$ cat config.mk
export PLATFORM = sky130hd
export DESIGN_NAME = lnorm_ctrl
export DESIGN_NICKNAME = d
export VERILOG_FILES = /design/src/rtl/lnorm_pkg.sv /design/src/rtl/lnorm_ctrl.sv
export SDC_FILE = /design/constraint.sdc
export NUM_CORES = 1
export LEC_CHECK = 0
export BUFFER_PORTS_ARGS = -buffer_cell sky130_fd_sc_hd__buf_2
export CAP_MARGIN = 25
export CORE_AREA = 3 3 42 72
export DETAILED_ROUTE_END_ITERATION = 6
export DIE_AREA = 0 0 45 75
export PLACE_DENSITY_LB_ADDON = 0.08
export SLEW_MARGIN = 0
export SYNTH_ARGS = -nofsm -noshare
export SYNTH_HDL_FRONTEND = slang
export SYNTH_SLANG_ARGS = --single-unit
$ cat constraint.sdc
create_clock -name clk_i -period 5.2 [get_ports clk_i]
set_clock_uncertainty 0.2 [all_clocks]
set_input_delay 0.52 -clock clk_i [delete_from_list [all_inputs] [get_ports clk_i]]
set_output_delay 0.52 -clock clk_i [all_outputs]
set_load 0.02 [all_outputs]
$ cat src/rtl/lnorm_pkg.sv
package lnorm_pkg;

  // Vector geometry and sample format
  localparam int MAX_LENGTH = 64;
  localparam int ADDR_W     = $clog2(MAX_LENGTH);
  localparam int CNT_W      = ADDR_W + 1;
  localparam int SAMPLE_W   = 16;
  localparam int ELEM_W     = 3 * SAMPLE_W;

  // Configuration register indexes
  localparam logic [1:0] REG_VECTOR_LENGTH    = 2'd0;
  localparam logic [1:0] REG_EPSILON          = 2'd1;
  localparam logic [1:0] REG_NORMALIZE_ENABLE = 2'd2;

  // Iteration counts of the root and divide units
  localparam int ROOT_STEPS = 32;
  localparam int DIV_STEPS  = 18;

  // Commands from the controller to the datapath
  typedef struct packed {
    logic              store;     // write input element, update count and sum
    logic              byp;       // load pass-through result, drop partial vector
    logic              rd_en;     // read element store
    logic [ADDR_W-1:0] rd_addr;
    logic              sq_mul;    // square the read value
    logic              sq_acc;    // accumulate the square
    logic              w1;        // n*Q, S^2, n^2
    logic              w2;        // epsilon*n^2
    logic              w3;        // W = nQ - S^2 + eps*n^2
    logic              rt_init;
    logic              rt_step;
    logic              el_num;    // n*x - S
    logic              el_prod;   // times scale
    logic              div_init;
    logic              div_step;
    logic              out_load;  // load normalized result
    logic              out_last;
    logic              clear;     // end of vector
  } cmd_t;

  // Status from the datapath to the controller
  typedef struct packed {
    logic             vec_done;   // a store now would complete the vector
    logic             norm_en;
    logic [CNT_W-1:0] n;
  } stat_t;

endpackage

$ cat src/rtl/lnorm_ctrl.sv
module lnorm_ctrl (
  input  logic             clk_i,
  input  logic             rst_ni,
  input  logic             in_valid_i,
  output logic             in_ready_o,
  output logic             out_valid_o,
  input  logic             out_ready_i,
  input  lnorm_pkg::stat_t stat_i,
  output lnorm_pkg::cmd_t  cmd_o
);
  import lnorm_pkg::*;

  typedef enum logic [3:0] {
    S_IN, S_SQ_RD, S_SQ_MUL, S_SQ_ACC, S_W1, S_W2, S_W3, S_RT_INIT, S_RT,
    S_E_RD, S_E_NUM, S_E_PROD, S_E_DIVI, S_E_DIV, S_E_OUT
  } state_e;

  state_e            state_q, state_d;
  logic [ADDR_W-1:0] idx_q, idx_d;
  logic [4:0]        step_q, step_d;
  logic              ov_q, ov_d;
  logic              out_free, in_xfer, idx_last;

  assign out_free   = !ov_q || out_ready_i;
  // Storing an element leaves the output register alone; only bypass needs it free
  assign in_ready_o = (state_q == S_IN) && (out_free || stat_i.norm_en);
  assign in_xfer    = in_valid_i && in_ready_o;
  assign idx_last   = ({1'b0, idx_q} + CNT_W'(1)) >= stat_i.n;
  assign out_valid_o = ov_q;

  // Next state and commands
  always_comb begin
    state_d = state_q;
    idx_d   = idx_q;
    step_d  = step_q;
    ov_d    = ov_q && !out_ready_i;
    cmd_o   = '0;
    cmd_o.rd_addr = idx_q;
    case (state_q)
      S_IN: begin
        if (in_xfer) begin
          if (!stat_i.norm_en) begin
            cmd_o.byp = 1'b1;
            ov_d      = 1'b1;
          end else begin
            cmd_o.store = 1'b1;
            if (stat_i.vec_done) begin
              idx_d   = '0;
              state_d = S_SQ_RD;
            end
          end
        end
      end
      S_SQ_RD: begin
        cmd_o.rd_en = 1'b1;
        state_d     = S_SQ_MUL;
      end
      S_SQ_MUL: begin
        cmd_o.sq_mul = 1'b1;
        state_d      = S_SQ_ACC;
      end
      S_SQ_ACC: begin
        cmd_o.sq_acc = 1'b1;
        if (idx_last) begin
          state_d = S_W1;
        end else begin
          idx_d   = idx_q + ADDR_W'(1);
          state_d = S_SQ_RD;
        end
      end
      S_W1: begin
        cmd_o.w1 = 1'b1;
        state_d  = S_W2;
      end
      S_W2: begin
        cmd_o.w2 = 1'b1;
        state_d  = S_W3;
      end
      S_W3: begin
        cmd_o.w3 = 1'b1;
        state_d  = S_RT_INIT;
      end
      S_RT_INIT: begin
        cmd_o.rt_init = 1'b1;
        step_d        = '0;
        state_d       = S_RT;
      end
      S_RT: begin
        cmd_o.rt_step = 1'b1;
        step_d        = step_q + 5'd1;
        if (step_q == 5'(ROOT_STEPS - 1)) begin
          idx_d   = '0;
          state_d = S_E_RD;
        end
      end
      S_E_RD: begin
        cmd_o.rd_en = 1'b1;
        state_d     = S_E_NUM;
      end
      S_E_NUM: begin
        cmd_o.el_num = 1'b1;
        state_d      = S_E_PROD;
      end
      S_E_PROD: begin
        cmd_o.el_prod = 1'b1;
        state_d       = S_E_DIVI;
      end
      S_E_DIVI: begin
        cmd_o.div_init = 1'b1;
        step_d         = '0;
        state_d        = S_E_DIV;
      end
      S_E_DIV: begin
        cmd_o.div_step = 1'b1;
        step_d         = step_q + 5'd1;
        if (step_q == 5'(DIV_STEPS - 1)) begin
          state_d = S_E_OUT;
        end
      end
      S_E_OUT: begin
        if (out_free) begin
          cmd_o.out_load = 1'b1;
          cmd_o.out_last = idx_last;
          ov_d           = 1'b1;
          if (idx_last) begin
            cmd_o.clear = 1'b1;
            state_d     = S_IN;
          end else begin
            idx_d   = idx_q + ADDR_W'(1);
            state_d = S_E_RD;
          end
        end
      end
      default: state_d = S_IN;
    endcase
  end

  // State and registered outputs
  always_ff @(posedge clk_i or negedge rst_ni) begin
    if (!rst_ni) begin
      state_q <= S_IN;
      idx_q   <= '0;
      step_q  <= '0;
      ov_q    <= 1'b0;
    end else begin
      state_q <= state_d;
      idx_q   <= idx_d;
      step_q  <= step_d;
      ov_q    <= ov_d;
    end
  end

endmodule
# == After elaboration in Yosys (flattened, before gate mapping) ==
# Cells that the tools add are included.
# totals
reg_bits,16
elab_cells,85
inputBits,13
out_inout_bits,25
# classes
n_eq_ne,22
magnitude_cmp,1
n_addsub,3
n_reduce_logical,15
muxes,40
# ops
op,n
$pmux 4 s15,1
$mux 6,6
$eq 4x4->1 const B,7
$mux 4,7
$pmux 6 s4,1
$mux 1,18
$eq 4x3->1 const B,4
$ne 2x2->1 const B,6
$reduce_and 6->1,2
$eq 5x5->1 const B,2
$pmux 5 s2,1
$mux 3,3
$eq 4x2->1 const B,2
$add 6x1->7 const B,1
$ge 7x7->1,1
$add 6x1->6 const B,1
$reduce_or 2->1,3
$add 5x1->5 const B,1
$eq 4x1->1 const B,1
$logic_not 4->1,1
$mux 2,2
$reduce_bool 4->1,1
$logic_and 1x1->1,3
$logic_not 1->1,2
other kinds (3),4

# == Logic depth before layout (Yosys ltp) ==
# depth
ltp_word,7
ltp_mapped,9

# == Worst setup path after synthesis ==
# OpenSTA, ideal clock, no wires.
# synth_path
kind,register to output
startpoint,register idx_q[0]
endpoint,output cmd_o[1] (netlist name)
required_time_ns,4.480
stages_incl_launch_ff,10
path_slack_ns,2.017
arrival_time_ns,2.463
path_cell_list,dfrtp_1 > ha_1 > nand3_1 > xnor2_1 > ha_1 > and3_1 > nand2_1 > o21ai_1 > and2_1 > buf_4
# synth_lines
element,line,rtl
from (decl),lnorm_ctrl.sv:19,"logic [ADDR_W-1:0] idx_q, idx_d;"
from (signal assigned),lnorm_ctrl.sv:147,idx_q <= idx_d;
to (decl),lnorm_ctrl.sv:9,output lnorm_pkg::cmd_t cmd_o

==> results.yml <==
setup_path:
  cp_cell_sequence: "nand3_1 -> nor2_1 -> xor2_1 -> ha_1 -> a21o_1 -> a221oi_1 -> o21ai_1 -> and2_1 -> buf_2"
  slowest_delay_ps: 460
  required_ps: 4480
  worst_r2r_path_depth: 9
  cpLargestDelayFamily: "compound AO/OA/AOI/OAI gates"
  endpoint_kind: "primary output"
  critPathMaxFanout: 9
  cp.buffers_inverters: 1
  cp.depth: 9
  critical-path-slowest-cell: "dfrtp_1"
  start_kind: "register"
  critical_path_class: "register to primary output"
  arrival_ps: 2770
yosys:
  synthDistinctLibCells: 45
  yosys_warnings: 0
  synth_edf_count: 0
  syn-instance-count: 159
  synth.area.top_cells: "dfrtp_1, ha_1, nor2_1"
  avgSynthCellArea_sq_um: 8.44
  async_reset_ff_share_pct: 100
  ys_ff_latch: 16
  ys_seq_area_share_pct: 29.8
  synth_ff_type: "dfrtp_1"
  synth_top_area_share_pct: 29.8
  synth_area_leader_cell: "dfrtp_1"
  syn_nets: 183
  ys_top_cells_by_count: "dfrtp_1, nor2_1, nand2_1"
  synthesis.area_sq_um: 1340
global_route:
  grt_max_degree: 22
  grt_pass1_vias: 1326
  grt_pass1_wl_um: 5700
  antenna_found_initial: 0
  grt_use_total_pct: 22.8
  grt_overflow: 0
floorplanning:
  start_util_pct: 53.2
  fp.dieW_um: 45
  die-area_sq_um: 3380
  row_count: 24
  coreArea_sq_um: 2520
  fp.dieH_um: 75
  ios: 38
route:
  postRouteAntennaNets: 0
  drt_iter0_drc: 58
  wl_met2_um: 2070
  highest_layer: "met4"
  drc_errors: 0
  wl_met1_um: 1190
  via_per_inst: 6.01
  firstDrtPassIters: 4
  wl_um: 3450
  wire_per_inst_um: 15.8
  wl_met3_um: 101
  num_vias: 1311
sta:
  relSlewSlack_pct: 53.0
  slew_viol_final: 0
  rsz0062_at_grt: "no"
  layout_setup_ws_ps: 1710
  clock.fmax_ghz: 0.286
  finalSetupViolCount: 0
  tightestPinTransition_ps: 700
  period_minus_slack_ps: 3490
  finalHoldViolCount: 0
  tns_ps: 0
  fin_crit_sh_pct: 67.2
final_layout:
  n_antenna_cell: 0
  final_nets: 217
  syn_to_final_growth_pct: 17.4
  drive_gt1_share_pct: 24.0
hold_path:
  min_path_cells: 2
  hp-class: "primary input to register"
clock_network:
  clk_latency_ps: 260
  h-tree-depth: 1
  cts_sinks: 16
  cts_buffers: 3
  cts_tree: "yes"
  root_buffer: "clkbuf_8"
  clk_pin_slew_worst_paths_ps: 70
  cts_buffer_depth: 2
placed_design:
  gp_congestion: 0.765
  place_hpwl_um: 2670
  preCtsSetupSlack_ps: 1980
  port_buffers: 37
run:
  cap_violations: 0
pwr:
  p_per_area_nw_per_um2: 454
  ir_worst_vdd_mv: 0.257
  total_leakage_power_nw: 0.867
run_status:
  status: "complete, no violations"
[layer usage]
metal	GRT usage (%)	vias up
li1	-	636
met4	10.1	0
met3	3.11	8
met1	23.1	642
met2	43.7	25
met5	0	-
[per-stage QoR]
stage | utilization, % | cell area (sq um) | power, mW | hold slack, ps | std cells
2_1_floorplan | - | 1340 | 0.509 | 24.4 | 159
3_5_place_dp | 59.9 | 1510 | 0.602 | 267 | 213
5_1_grt | 62.5 | 1580 | 0.772 | 340 | 218
3_3_place_gp | 59.9 | 1510 | 0.585 | 261 | 213
4_1_cts | 62.5 | 1580 | 0.718 | 321 | 218
6_report | 62.5 | 1580 | 0.715 | 319 | 218
[cell families after synthesis]
kind of cell	Yosys count	share of synthesized area (%)
xor gates and xnor gates	5	3.26
buffers and inverters	18	6.15
and+or+nand+nor	68	27.3
DFF	16	29.8
adders and majority gates	12	11.0
AOI/OAI and AO/OA	39	21.3
muxes	1	1.12
[sequential cells by signal, summed over array words and instances, names as in the netlist]
signal,cells
step_q,5
idx_q,6
state_q,4
out_valid_o,1
[path summary, 6_finish.rpt]
path	from	end	slack (ps)
max in group asynchronous	rst_ni	idx_q[4]	4000
worst min-delay path	stat_i[7]	out_valid_o	320
min in group asynchronous	rst_ni	step_q[0]	510
worst min register to register	step_q[4]	step_q[4]	320
worst max-delay path	idx_q[2]	cmd_o[1]	1710
worst max register to register	idx_q[2]	idx_q[4]	2200
[area by class of cell]
| cell class | count | area [sq um] |
|---|---|---|
| Fill cell | 248 | 946 |
| Multi-Input combinational cell | 125 | 860 |
| Clock buffer | 4 | 55.1 |
| Sequential cell | 16 | 400 |
| Tap cell | 26 | 32.5 |
| Inverter | 9 | 33.8 |
| Timing Repair Buffer | 38 | 195 |
[where the power goes]
group / total (mW) / leakage, nW / internal (mW) / switching [mW]
registers: 0.248 / 0.214 / 0.154 / 0.0941
logic: 0.352 / 0.625 / 0.143 / 0.209
clock network: 0.115 / 0.0288 / 0.0673 / 0.0479
total: 0.715 / 0.867 / 0.364 / 0.351
[layout by cell type, fill, tap and decap left out, types with 3 or more instances in the layout]
| cell | count |
|---|---|
| o211a_1 | 3 |
| xnor2_1 | 3 |
| nand2b_1 | 7 |
| clkbuf_8 | 4 |
| inv_1 | 9 |
| o21ai_0 | 9 |
| ha_1 | 11 |
| nor2_1 | 16 |
| a221o_1 | 3 |
| buf_2 | 37 |
| nor3_1 | 8 |
| a21o_1 | 4 |
| and3_1 | 5 |
| dfrtp_1 | 16 |
| nand3_1 | 4 |
| and2_1 | 3 |
| a31oi_1 | 3 |
| nand2_1 | 12 |
| a221oi_1 | 3 |
[repair_timing]
item / in CTS / in global routing
resized for setup: 0 / 0
hold buffers: 1 / 0
endpoints found under the hold margin: 16 / 0
buffers inserted: 0 / 0
No activity file was read; power rests on OpenSTA's default activity.
